--- src/rtl/pcrf_pkg.sv ---
// Package with register numbers, item codes, constants and helpers for the pulse channel core.
package pcrf_pkg;

  // Item operation codes.
  typedef enum logic [1:0] {
    OP_READ  = 2'd0,
    OP_WRITE = 2'd1,
    OP_TICK  = 2'd2
  } op_t;

  // Sound register numbers.
  localparam logic [4:0] REG_CH1_DUTY   = 5'd1;
  localparam logic [4:0] REG_CH1_PER_LO = 5'd3;
  localparam logic [4:0] REG_CH1_PER_HI = 5'd4;
  localparam logic [4:0] REG_CH2_DUTY   = 5'd5;
  localparam logic [4:0] REG_CH2_PER_LO = 5'd7;
  localparam logic [4:0] REG_CH2_PER_HI = 5'd8;
  localparam logic [4:0] REG_MASTER_VOL = 5'd18;
  localparam logic [4:0] REG_PANNING    = 5'd19;
  localparam logic [4:0] REG_AUDIO_CTRL = 5'd20;
  localparam logic [4:0] REG_WAVE       = 5'd21;
  localparam int unsigned REG_COUNT     = 21;

  // Read-back masks and fixed values.
  localparam logic [7:0] READ_MASK_DUTY = 8'b1100_0000;
  localparam logic [7:0] READ_MASK_CTRL = 8'b0100_0000;
  localparam logic [7:0] LENGTH_FIELD   = 8'b0011_1111;
  localparam logic [7:0] TRIGGER_BIT    = 8'h80;
  localparam logic [7:0] READ_UNMAPPED  = 8'hFF;

  // Reset values of the three audio control registers.
  localparam logic [7:0] RESET_MASTER_VOL = 8'h77;
  localparam logic [7:0] RESET_PANNING    = 8'hF3;
  localparam logic [7:0] RESET_AUDIO_CTRL = 8'hF1;

  // Channel timing constants.
  localparam int unsigned WAVE_BYTES_DEFAULT = 16;
  localparam logic [6:0]  LENGTH_MAX         = 7'd64;
  localparam logic [6:0]  DECIMATION         = 7'd95;
  localparam logic [11:0] PERIOD_BASE        = 12'd2048;
  localparam int unsigned SUBCYCLES          = 4;

  // Duty waveforms, step 0 in the most significant bit.
  localparam logic [7:0] DUTY_TABLE [4] = '{8'h01, 8'h81, 8'h87, 8'h7E};

  // Reset value of one register byte.
  function automatic logic [7:0] reg_reset_value(input logic [4:0] idx);
    logic [7:0] val;
    case (idx)
      REG_MASTER_VOL: val = RESET_MASTER_VOL;
      REG_PANNING:    val = RESET_PANNING;
      REG_AUDIO_CTRL: val = RESET_AUDIO_CTRL;
      default:        val = 8'h00;
    endcase
    return val;
  endfunction

  // Period countdown reload: four times (2048 - period), 14 bits.
  function automatic logic [13:0] reload_value(input logic [7:0] per_lo,
                                               input logic [2:0] per_hi);
    logic [11:0] diff;
    diff = PERIOD_BASE - {1'b0, per_hi, per_lo};
    return {diff, 2'b00};
  endfunction

  // Level of one duty step.
  function automatic logic duty_bit(input logic [1:0] duty, input logic [2:0] pos);
    logic [7:0] pat;
    pat = DUTY_TABLE[duty];
    return pat[3'd7 - pos];
  endfunction

endpackage

--- src/rtl/pulse_channel_with_register_file_core.sv ---
// Sound register file with pulse channel 2, frame counter and sample decimator.
//
// Usage: each transfer on the input channel (in_valid/in_ready) carries one
// item: a register read (op 0), a register write (op 1) or one machine-cycle
// tick (op 2); op 3 does nothing. Every item yields exactly one transfer on
// the output channel (out_valid/out_ready) with read_data, sample_valid and
// sample_high. Reads return the masked register byte, 0xFF for unmapped
// registers; writes and ticks return zero data. A tick that emits a
// decimated sample raises sample_valid with the level on sample_high.
// Timing: an item is held in an input register and its result is written to
// the output register once that register is free, so each result is
// registered. One item is taken every cycle while the receiver takes results;
// the four sub-cycles of a tick are evaluated in one pass of logic between
// the two registers, where all channel state is also updated.
// When the receiver stalls, the result waits in the output register and one
// more item waits in the input register; in_ready drops only when both are
// full. Reset restores the register bytes (audio controls to 0x77, 0xF3,
// 0xF1), clears the wave store and all channel state, and empties both stages.
module pulse_channel_with_register_file_core
  import pcrf_pkg::*;
#(
  parameter int unsigned WAVE_BYTES = WAVE_BYTES_DEFAULT
) (
  input  logic       clk,
  input  logic       rst,
  input  logic       in_valid,
  output logic       in_ready,
  input  logic [1:0] op,
  input  logic [4:0] reg_index,
  input  logic [3:0] wave_index,
  input  logic [7:0] write_data,
  output logic       out_valid,
  input  logic       out_ready,
  output logic [7:0] read_data,
  output logic       sample_valid,
  output logic       sample_high
);

  localparam int unsigned WIDX_W = $clog2(WAVE_BYTES);

  // Input stage.
  logic       s1_valid;
  logic [1:0] s1_op;
  logic [4:0] s1_reg_index;
  logic [3:0] s1_wave_index;
  logic [7:0] s1_write_data;
  logic       advance;

  // Storage and channel state.
  logic [7:0]  regs [REG_COUNT];
  logic [7:0]  wave_store [WAVE_BYTES];
  logic        channel_enabled;
  logic [6:0]  length_count;
  logic [13:0] period_count;
  logic [2:0]  duty_position;
  logic        current_level;
  logic [11:0] frame_count;
  logic [6:0]  decimate_count;

  // Next values.
  logic        channel_enabled_next;
  logic [6:0]  length_count_next;
  logic [13:0] period_count_next;
  logic [2:0]  duty_position_next;
  logic        current_level_next;
  logic [11:0] frame_count_next;
  logic [6:0]  decimate_count_next;
  logic [7:0]  read_data_next;
  logic        sample_valid_next;
  logic        sample_high_next;
  logic        reg_we;
  logic        wave_we;

  logic [WIDX_W-1:0] s1_widx;
  logic [7:0]        reg_rd;
  logic [7:0]        wave_rd;
  logic [13:0]       tick_reload;

  // Handshake: the output register frees up when empty or taken.
  assign advance  = s1_valid && (!out_valid || out_ready);
  assign in_ready = !s1_valid || advance;

  assign s1_widx     = WIDX_W'(s1_wave_index);
  assign reg_rd      = regs[s1_reg_index];
  assign wave_rd     = wave_store[s1_widx];
  assign tick_reload = reload_value(regs[REG_CH2_PER_LO], regs[REG_CH2_PER_HI][2:0]);

  // Item evaluation: read-back, register side effects and the tick.
  always_comb begin
    channel_enabled_next = channel_enabled;
    length_count_next    = length_count;
    period_count_next    = period_count;
    duty_position_next   = duty_position;
    current_level_next   = current_level;
    frame_count_next     = frame_count;
    decimate_count_next  = decimate_count;
    read_data_next       = 8'h00;
    sample_valid_next    = 1'b0;
    sample_high_next     = 1'b0;
    reg_we               = 1'b0;
    wave_we              = 1'b0;
    if (advance) begin
      case (s1_op)
        OP_READ: begin
          case (s1_reg_index)
            REG_CH1_DUTY, REG_CH2_DUTY:     read_data_next = reg_rd & READ_MASK_DUTY;
            REG_CH1_PER_LO, REG_CH2_PER_LO: read_data_next = READ_UNMAPPED;
            REG_CH1_PER_HI, REG_CH2_PER_HI: read_data_next = reg_rd & READ_MASK_CTRL;
            REG_WAVE:                       read_data_next = wave_rd;
            default: begin
              read_data_next = (32'(s1_reg_index) < REG_COUNT) ? reg_rd : READ_UNMAPPED;
            end
          endcase
        end
        OP_WRITE: begin
          if (s1_reg_index == REG_WAVE) begin
            wave_we = 1'b1;
          end else if (32'(s1_reg_index) < REG_COUNT) begin
            reg_we = 1'b1;
            if (s1_reg_index == REG_CH2_DUTY) begin
              length_count_next = LENGTH_MAX - (s1_write_data[6:0] & LENGTH_FIELD[6:0]);
            end else if (s1_reg_index == REG_CH2_PER_HI &&
                         (s1_write_data & TRIGGER_BIT) != 8'h00) begin
              channel_enabled_next = 1'b1;
              period_count_next    = reload_value(regs[REG_CH2_PER_LO], s1_write_data[2:0]);
              if (length_count == 7'd0) begin
                length_count_next = LENGTH_MAX;
              end
            end
          end
        end
        OP_TICK: begin
          frame_count_next = frame_count + 12'd1;
          if (channel_enabled && length_count != 7'd0) begin
            if (frame_count_next == 12'd0) begin
              length_count_next = length_count - 7'd1;
              if (length_count_next == 7'd0) begin
                channel_enabled_next = 1'b0;
                current_level_next   = 1'b0;
              end
            end
            for (int k = 0; k < SUBCYCLES; k++) begin
              period_count_next = period_count_next - 14'd1;
              if (period_count_next == 14'd0) begin
                period_count_next  = tick_reload;
                current_level_next = duty_bit(regs[REG_CH2_DUTY][7:6], duty_position_next);
                duty_position_next = duty_position_next + 3'd1;
              end
              decimate_count_next = decimate_count_next + 7'd1;
              if (decimate_count_next == DECIMATION) begin
                decimate_count_next = 7'd0;
                sample_valid_next   = 1'b1;
                sample_high_next    = current_level_next;
              end
            end
          end
        end
        default: begin
        end
      endcase
    end
  end

  // Input register.
  always_ff @(posedge clk) begin
    if (rst) begin
      s1_valid <= 1'b0;
    end else if (in_ready) begin
      s1_valid <= in_valid;
    end
    if (in_valid && in_ready) begin
      s1_op         <= op;
      s1_reg_index  <= reg_index;
      s1_wave_index <= wave_index;
      s1_write_data <= write_data;
    end
  end

  // Output register.
  always_ff @(posedge clk) begin
    if (rst) begin
      out_valid <= 1'b0;
    end else if (advance) begin
      out_valid <= 1'b1;
    end else if (out_ready) begin
      out_valid <= 1'b0;
    end
    if (advance) begin
      read_data    <= read_data_next;
      sample_valid <= sample_valid_next;
      sample_high  <= sample_high_next;
    end
  end

  // Register file and wave store.
  always_ff @(posedge clk) begin
    if (rst) begin
      for (int i = 0; i < REG_COUNT; i++) begin
        regs[i] <= reg_reset_value(5'(i));
      end
      for (int j = 0; j < WAVE_BYTES; j++) begin
        wave_store[j] <= 8'h00;
      end
    end else begin
      if (reg_we) begin
        regs[s1_reg_index] <= s1_write_data;
      end
      if (wave_we) begin
        wave_store[s1_widx] <= s1_write_data;
      end
    end
  end

  // Channel state.
  always_ff @(posedge clk) begin
    if (rst) begin
      channel_enabled <= 1'b0;
      length_count    <= 7'd0;
      period_count    <= 14'd0;
      duty_position   <= 3'd0;
      current_level   <= 1'b0;
      frame_count     <= 12'd0;
      decimate_count  <= 7'd0;
    end else begin
      channel_enabled <= channel_enabled_next;
      length_count    <= length_count_next;
      period_count    <= period_count_next;
      duty_position   <= duty_position_next;
      current_level   <= current_level_next;
      frame_count     <= frame_count_next;
      decimate_count  <= decimate_count_next;
    end
  end

`ifndef NO_ASSERTIONS
  // The decimator clears before it reaches its terminal count.
  a_decimate_range: assert property (@(posedge clk) disable iff (rst)
    decimate_count < DECIMATION)
    else $error("decimator count out of range");

  // The length counter never exceeds its full value.
  a_length_range: assert property (@(posedge clk) disable iff (rst)
    length_count <= LENGTH_MAX)
    else $error("length counter out of range");

  // Input stalls only when both stages hold an item and the output is stalled.
  a_ready_stall: assert property (@(posedge clk) disable iff (rst)
    !in_ready |-> (s1_valid && out_valid && !out_ready))
    else $error("input stalled without a full pipeline");

  // A result carries either read data or a sample, never both.
  a_result_kind: assert property (@(posedge clk) disable iff (rst)
    (out_valid && sample_valid) |-> (read_data == 8'h00))
    else $error("sample and read data in one result");
`endif

endmodule
--- config.mk ---
export PLATFORM = sky130hd
export DESIGN_NAME = pulse_channel_with_register_file_core
export DESIGN_NICKNAME = d
export VERILOG_FILES = /design/src/rtl/pcrf_pkg.sv /design/src/rtl/pulse_channel_with_register_file_core.sv
export SDC_FILE = /design/constraint.sdc
export NUM_CORES = 1
export LEC_CHECK = 0
export BUFFER_PORTS_ARGS = -buffer_cell sky130_fd_sc_hd__buf_2
export CORE_UTILIZATION = 60
export DETAILED_ROUTE_END_ITERATION = 12
export PLACE_DENSITY = 0.84
export SLEW_MARGIN = 40
export SYNTH_ARGS = -nofsm -noshare
export SYNTH_HDL_FRONTEND = slang
export SYNTH_SLANG_ARGS = --single-unit
--- constraint.sdc ---
create_clock -name clk -period 13.25 [get_ports clk]
set_clock_uncertainty 0.15 [all_clocks]
set_input_delay 0 -clock clk [delete_from_list [all_inputs] [get_ports clk]]
set_output_delay 0 -clock clk [all_outputs]
set_load 0.01 [all_outputs]
; Word level (Yosys, flattened, before mapping)
; Memory sizes are Yosys's and may differ from the RTL's. A register that Yosys moved wholly into a read port is not among the register bits.
; Cells that the tools add are included.
; Widths: inputs -> output; s select.
[word_totals]
memories = 2
out_inout_bits = 12
input_bits = 23
wordCells = 218
romBits = 0
latch_bits = 0
reg_bits = 76
ramBits = 296
[mem_list]
columns = memory, words, word_bits, rd, rd_ports_with_merged_regs, wr, line
row1 = regs, 21, 8, 4, 1, 21, pulse_channel_with_register_file_core.sv:50  ; logic [7:0] regs [REG_COUNT];
row2 = wave_store, 16, 8, 1, 1, 16, pulse_channel_with_register_file_core.sv:51  ; logic [7:0] wave_store [WAVE_BYTES];
[classes]
n_shift = 0
n_mux = 120
n_eq_ne = 22
div_mod_pow = 0
bitwise_logic = 1
mul = 0
n_reduce_logical = 30
n_addsub = 21
n_lt_le_gt_ge = 6
[op_table]
columns = cell, count
row1 = $mux 14, 18
row2 = $mux 7, 20
row3 = $mux 8, 9
row4 = $logic_not 14->1, 4
row5 = $sub 14x1->14 const B, 4
row6 = $mux 1, 47
row7 = $mux 3, 13
row8 = $pmux 8 s4, 1
row9 = $add 7x1->7 const B, 4
row10 = $eq 7x7->1 const B, 4
row11 = $pmux 14 s2, 1
row12 = $sub 12x11->12 const A, 2
row13 = $bmux 8 s2, 1
row14 = $lt 3x4->1 const B, 4
row15 = $reduce_or 8->1, 2
row16 = $eq 5x3->1 const B, 3
row17 = $logic_not 7->1, 2
row18 = $ne 2x2->1 const B, 7
row19 = $pmux 7 s2, 1
row20 = $add 12x1->12 const B, 1
row21 = $add 3x1->3 const B, 4
row22 = $bmux 1 s3, 4
row23 = $logic_not 12->1, 1
row24 = $sub 3x3->3 const A, 4
row25 = 27 further kinds, 39

; Longest topological paths before layout
[depth]
word_depth = 23
mapped_depth = 31
mapped_depth_nobuf = 25

; Least setup slack after synthesis
; OpenSTA, ideal clock, no wires.
[synth_timing]
path_type = flip-flop to flip-flop
from = register period_count[0]
to = register period_count[4]
path_stages_with_launch = 29
synth_period_minus_slack_ns = 6.727
slack_ns = 6.523
n_path_buf = 7
required_time_ns = 12.985
setup_ns = 0.115
arrival_ns = 6.463
cell_sequence = dfxtp_1 -> clkbuf_1 -> buf_2 -> inv_1 -> ha_1 -> clkbuf_1 -> nor3b_2 -> nand3_1 -> a211o_1 -> nor4_4 -> buf_4 -> mux2i_1 -> and4b_1 -> nor2_1 -> or4_1 -> buf_2 -> mux2_4 -> nand4_1 -> nor4bb_1 -> buf_2 -> and3_1 -> buf_4 -> mux2i_2 -> xor2_1 -> nor4_1 -> nand4_2 -> o21ai_2 -> a221oi_1 -> o21a_1
[synth_between]
elab_chain_len = 23
[synth_lines]
columns = element, line
row1 = start: declaration, pulse_channel_with_register_file_core.sv:54  ; logic [13:0] period_count;
row2 = start signal: assignment, pulse_channel_with_register_file_core.sv:227  ; period_count <= period_count_next;
row3 = $sub 14x1->14 *, pulse_channel_with_register_file_core.sv:143  ; period_count_next = period_count_next - 14'd1;
row4 = $logic_not 14->1, pulse_channel_with_register_file_core.sv:144  ; if (period_count_next == 14'd0) begin
row5 = $mux 14 *, pulse_channel_with_register_file_core.sv:144
row6 = $mux 14 *, pulse_channel_with_register_file_core.sv:134  ; if (channel_enabled && length_count != 7'd0) begin
row7 = $mux 14 *, pulse_channel_with_register_file_core.sv:103  ; case (s1_op)
row8 = $mux 14 *, pulse_channel_with_register_file_core.sv:102  ; if (advance) begin
row9 = $sub 14x1->14 *, pulse_channel_with_register_file_core.sv:143
row10 = $logic_not 14->1, pulse_channel_with_register_file_core.sv:144
row11 = [... 7 more ...], -
row12 = $mux 14 *, pulse_channel_with_register_file_core.sv:134
row13 = $mux 14 *, pulse_channel_with_register_file_core.sv:103
row14 = $mux 14 *, pulse_channel_with_register_file_core.sv:102
row15 = $sub 14x1->14 *, pulse_channel_with_register_file_core.sv:143
row16 = $logic_not 14->1, pulse_channel_with_register_file_core.sv:144
row17 = $mux 14 *, pulse_channel_with_register_file_core.sv:144
row18 = $mux 14 *, pulse_channel_with_register_file_core.sv:134
row19 = $pmux 14 s2 *, pulse_channel_with_register_file_core.sv:103
; Every way passes the cells marked *; elsewhere a longest branch is shown, timed or not. The select of a mux whose other input is x is not followed.
; A chain may end at the register's enable or synchronous reset.

; Worst setup path after layout
[layout_timing]
from = register period_count[0]
to = register period_count[9]
; The elaborated chain is that of the path after synthesis.

==> flow_metrics.tcl <==
set metrics [dict create \
    top_usage_layer "met2" \
    finalHoldViolCount 0 \
    avgViaCountPerCell 6.88 \
    fin_crit_ns 8.63 \
    crit_chain "inv_1, ha_1, xnor2_1, nand4_1, a211oi_1, nand4_1, o21ai_1, xnor2_1, a31oi_2, or3b_1, o311ai_0, nand3_1, nor2_1, and3_1, mux2i_2, xor2_1, nor4_1, nand4_2, o21ai_2, a21oi_1, a211oi_1" \
    n_antenna_cell 0 \
    crit_path_end_kind "flip-flop" \
    status "completed" \
    grt_pass1_wl_um 108000 \
    tns_ns 0 \
    htree_levels 2 \
    tightest_slew_ns 0.876 \
    fp.dieW_um 207 \
    grt_pass1_vias 18500 \
    synth_cells 2097 \
    slowest_stage "dfxtp_1" \
    worstHoldEndpoint "s1_write_data[1]$_DFFE_PP_" \
    gp_congestion 1.01 \
    clock_latency_ns 0.58 \
    required_ns 13.56 \
    hp-start "write_data[1]" \
    drv_cap 0 \
    combPwrFrac_pct 12.6 \
    cts_tree "built" \
    coreArea_mm2 0.0411 \
    ys.flop_type "edfxtp_1" \
    layout.nets 2247 \
    p_per_area_mw_per_mm2 121 \
    rsz0062_at_grt "false" \
    antenna_found_initial 1 \
    power.leakage_nw 9.63 \
    use_met3_pct 6.44 \
    io_buffer_count 34 \
    met2_usage_pct 55.2 \
    r2r_cells 21 \
    die_area_mm2 0.0427 \
    cts_buffers 46 \
    use_met1_pct 42.8 \
    seq_power_share_pct 50.2 \
    die_y_um 207 \
    post_dp_cell_area_mm2 0.0262 \
    holdPathStages 2 \
    grt_remaining_overflow 0 \
    synth_top_cell_by_area "edfxtp_1" \
    cts_root_buffer "clkbuf_16" \
    cp_max_fo 19 \
    vias 19000 \
    ys_ff_latch 469 \
    ios 35 \
    switching_share_pct 25.5 \
    wl_per_cell_um 25.7 \
    rows 74 \
    startpoint_type "flip-flop" \
    vdd_drop_max_mv 0.152 \
    drive_gt1_share_pct 16.5 \
    clockBufferDepth 3 \
    drt_wl_total_um 71100 \
    reg2reg_from "period_count[0]$_SDFFE_PP0P_" \
    dpl.hpwl_um 46100 \
    p_sw_mw 0.864 \
    yosys_warnings 0 \
    firstDrtPassIters 8 \
    postSynthAreaPerCell_um2 12.0 \
    track_usage_pct 33.6 \
    area_delta_synth_final_pct 11.3 \
    intPower_mw 2.52 \
    arrival_ns 8.95 \
    clkPwrFrac_pct 37.2 \
    grt_max_degree 65 \
    fmax_mhz 116 \
    synthTopCellsByArea "edfxtp_1 49%, mux4_2 11%, dfxtp_1 4.5%" \
    cts.sinks 469 \
    first_iter_violations 2595 \
    reg2reg_slack_ns 4.62 \
    ys_async_sr_fraction_pct 0 \
    ant_nets 0 \
    crit_type "reg -> reg" \
    clkSlewWorstSetupHoldPaths_ns 0.06 \
    period_share_pct 65.2 \
    hp-class "in -> reg" \
    relSlewSlack_pct 41.5 \
    drv_slew 0 \
    start_util_pct 61.2 \
    setup_viol_count_final 0 \
    synth.distinct_cells 97 \
    synth_edf_count 413 \
    critPathMaxStageDelay_ns 0.83 \
    netlist_area_mm2 0.0251 \
    ys_seq_area_share_pct 53.8 \
    fillers 2763 \
    final_area_mm2 0.0280 \
    drc 0 \
    synth_top_area_share_pct 49.3 \
    r2r_end "period_count[9]$_SDFFE_PP0P_" \
]
-- cells by family after synthesis --
| family | after synthesis | synth area share, % |
|---|---|---|
| other cells | 1 | 0.0149 |
| xor+xnor | 100 | 3.48 |
| simple gates | 841 | 17.9 |
| mux | 161 | 12.5 |
| compound gates | 288 | 7.68 |
| fa+ha+maj | 29 | 1.43 |
| flops | 469 | 53.8 |
| buf+inv | 208 | 3.18 |
-- flip-flops by register name, indices dropped and copies added, names as in the netlist, named ones only --
| register | count |
|---|---|
| regs | 256 |
| length_count | 7 |
| duty_position | 3 |
| s1_reg_index | 5 |
| current_level | 1 |
| s1_op | 2 |
| wave_store | 128 |
| channel_enabled | 1 |
| sample_valid | 1 |
| read_data | 8 |
| period_count | 14 |
| sample_high | 1 |
| out_valid | 1 |
| s1_write_data | 8 |
| decimate_count | 7 |
| s1_wave_index | 4 |
| frame_count | 12 |
| s1_valid | 1 |
-- placed cells by master, fill, tap and decap left out, types with 19 or more instances in the layout --
cell type and n:
nand2b_1 20, ha_1 28, nand2_1 110, o21ai_0 66, nand3_1 54, nor3_1 166
xor2_1 44, conb_1 88, a21oi_1 65, buf_2 34, edfxtp_1 413, clkbuf_16 47
nand4_1 29, mux2i_1 19, and2_1 120, inv_1 36, nor2_1 145, mux2_2 20
nor4_1 61, mux4_2 120, buf_4 55, or2_2 25, and3_1 21, xnor2_1 55
dlygate4sd3_1 37, or3_1 19, dfxtp_1 52
-- synthesized netlist by cell type, types with 22 or more instances --
cell type	number
a21oi_1	65
or2_2	25
ha_1	28
nand2_1	112
dfxtp_1	56
edfxtp_1	413
inv_1	36
nor2_1	145
mux4_2	120
xor2_1	45
nand2b_1	22
o21ai_0	73
nor4_1	63
nor3_1	168
xnor2_1	55
nand4_1	29
and2_1	120
clkbuf_1	140
nand3_1	54
-- critical path, delay by kind of cell, from the launching register on --
| family | cells | cell delay (ns) |
|---|---|---|
| xor gates and xnor gates | 3 | 0.77 |
| muxes | 1 | 0.49 |
| DFF | 1 | 0.83 |
| buffers and inverters | 1 | 0.31 |
| AOI/OAI and AO/OA | 7 | 2.35 |
| adders and majority gates | 1 | 0.42 |
| and+or+nand+nor | 8 | 3.19 |
-- cell type report --
type | count | area, µm² | share of cell area (%)
timing repair buffer | 130 | 1000 | 3.58
inverter | 42 | 159 | 0.568
multi-input combinational | 1507 | 11200 | 40.1
sequential | 469 | 13500 | 48.3
clock buffer | 66 | 1260 | 4.49
tap | 532 | 666 | 2.38
clock inverter | 18 | 159 | 0.568
-- through the flow --
stage	total power, mW	instances	setup WS [ns]	hold slack [ns]	utilization (%)
floorplan	1.99	2184	6.52	-0.0511	-
global placement	2.12	2641	4.65	0.0271	63.5
detailed placement	2.13	2643	4.89	0.0281	63.7
CTS	3.37	2763	4.85	0.00208	68.0
global route	3.46	2764	3.84	0.0108	68.1
finish	3.39	2764	4.62	0.00956	68.1
-- power by group through the flow --
stage                     Sequential, mW  Combinational, mW  Clock (mW)
after floorplan                     1.71              0.287           0
after global placement              1.72              0.392           0
after detailed placement            1.73              0.401           0
after CTS                           1.70              0.413        1.26
after global routing                1.70              0.448        1.31
final                               1.70              0.428        1.26
-- worst max path at each step --
stage	endpoint	from	cells past startpoint	slack [ns]
6_report	period_count[9]$_SDFFE_PP0P_	period_count[0]$_SDFFE_PP0P_	21	4.62
5_1_grt	period_count[7]$_SDFFE_PP0P_	period_count[0]$_SDFFE_PP0P_	23	3.84
4_1_cts	period_count[9]$_SDFFE_PP0P_	period_count[0]$_SDFFE_PP0P_	23	4.85
3_5_place_dp	period_count[4]$_SDFFE_PP0P_	period_count[0]$_SDFFE_PP0P_	21	4.89
3_3_place_gp	period_count[4]$_SDFFE_PP0P_	period_count[0]$_SDFFE_PP0P_	21	4.65
2_1_floorplan	period_count[4]$_SDFFE_PP0P_	period_count[0]$_SDFFE_PP0P_	28	6.52
-- repair_timing --
item	4_1_cts	5_1_grt
buffers inserted	0	0
hold buffers	36	1
gates resized for setup	0	0
endpoints found under the hold margin	71	1
-- per-layer routing --
metal  wire [µm]  vias to the layer above  share of wire [%]
met5           0                        -                  0
met1       24800                     9149                 35
met2       34100                     1429                 48
met4        4280                        0                6.0
met3        7900                      309                 11
li1            -                     8129                  -
(Power assumes the default switching activity.)
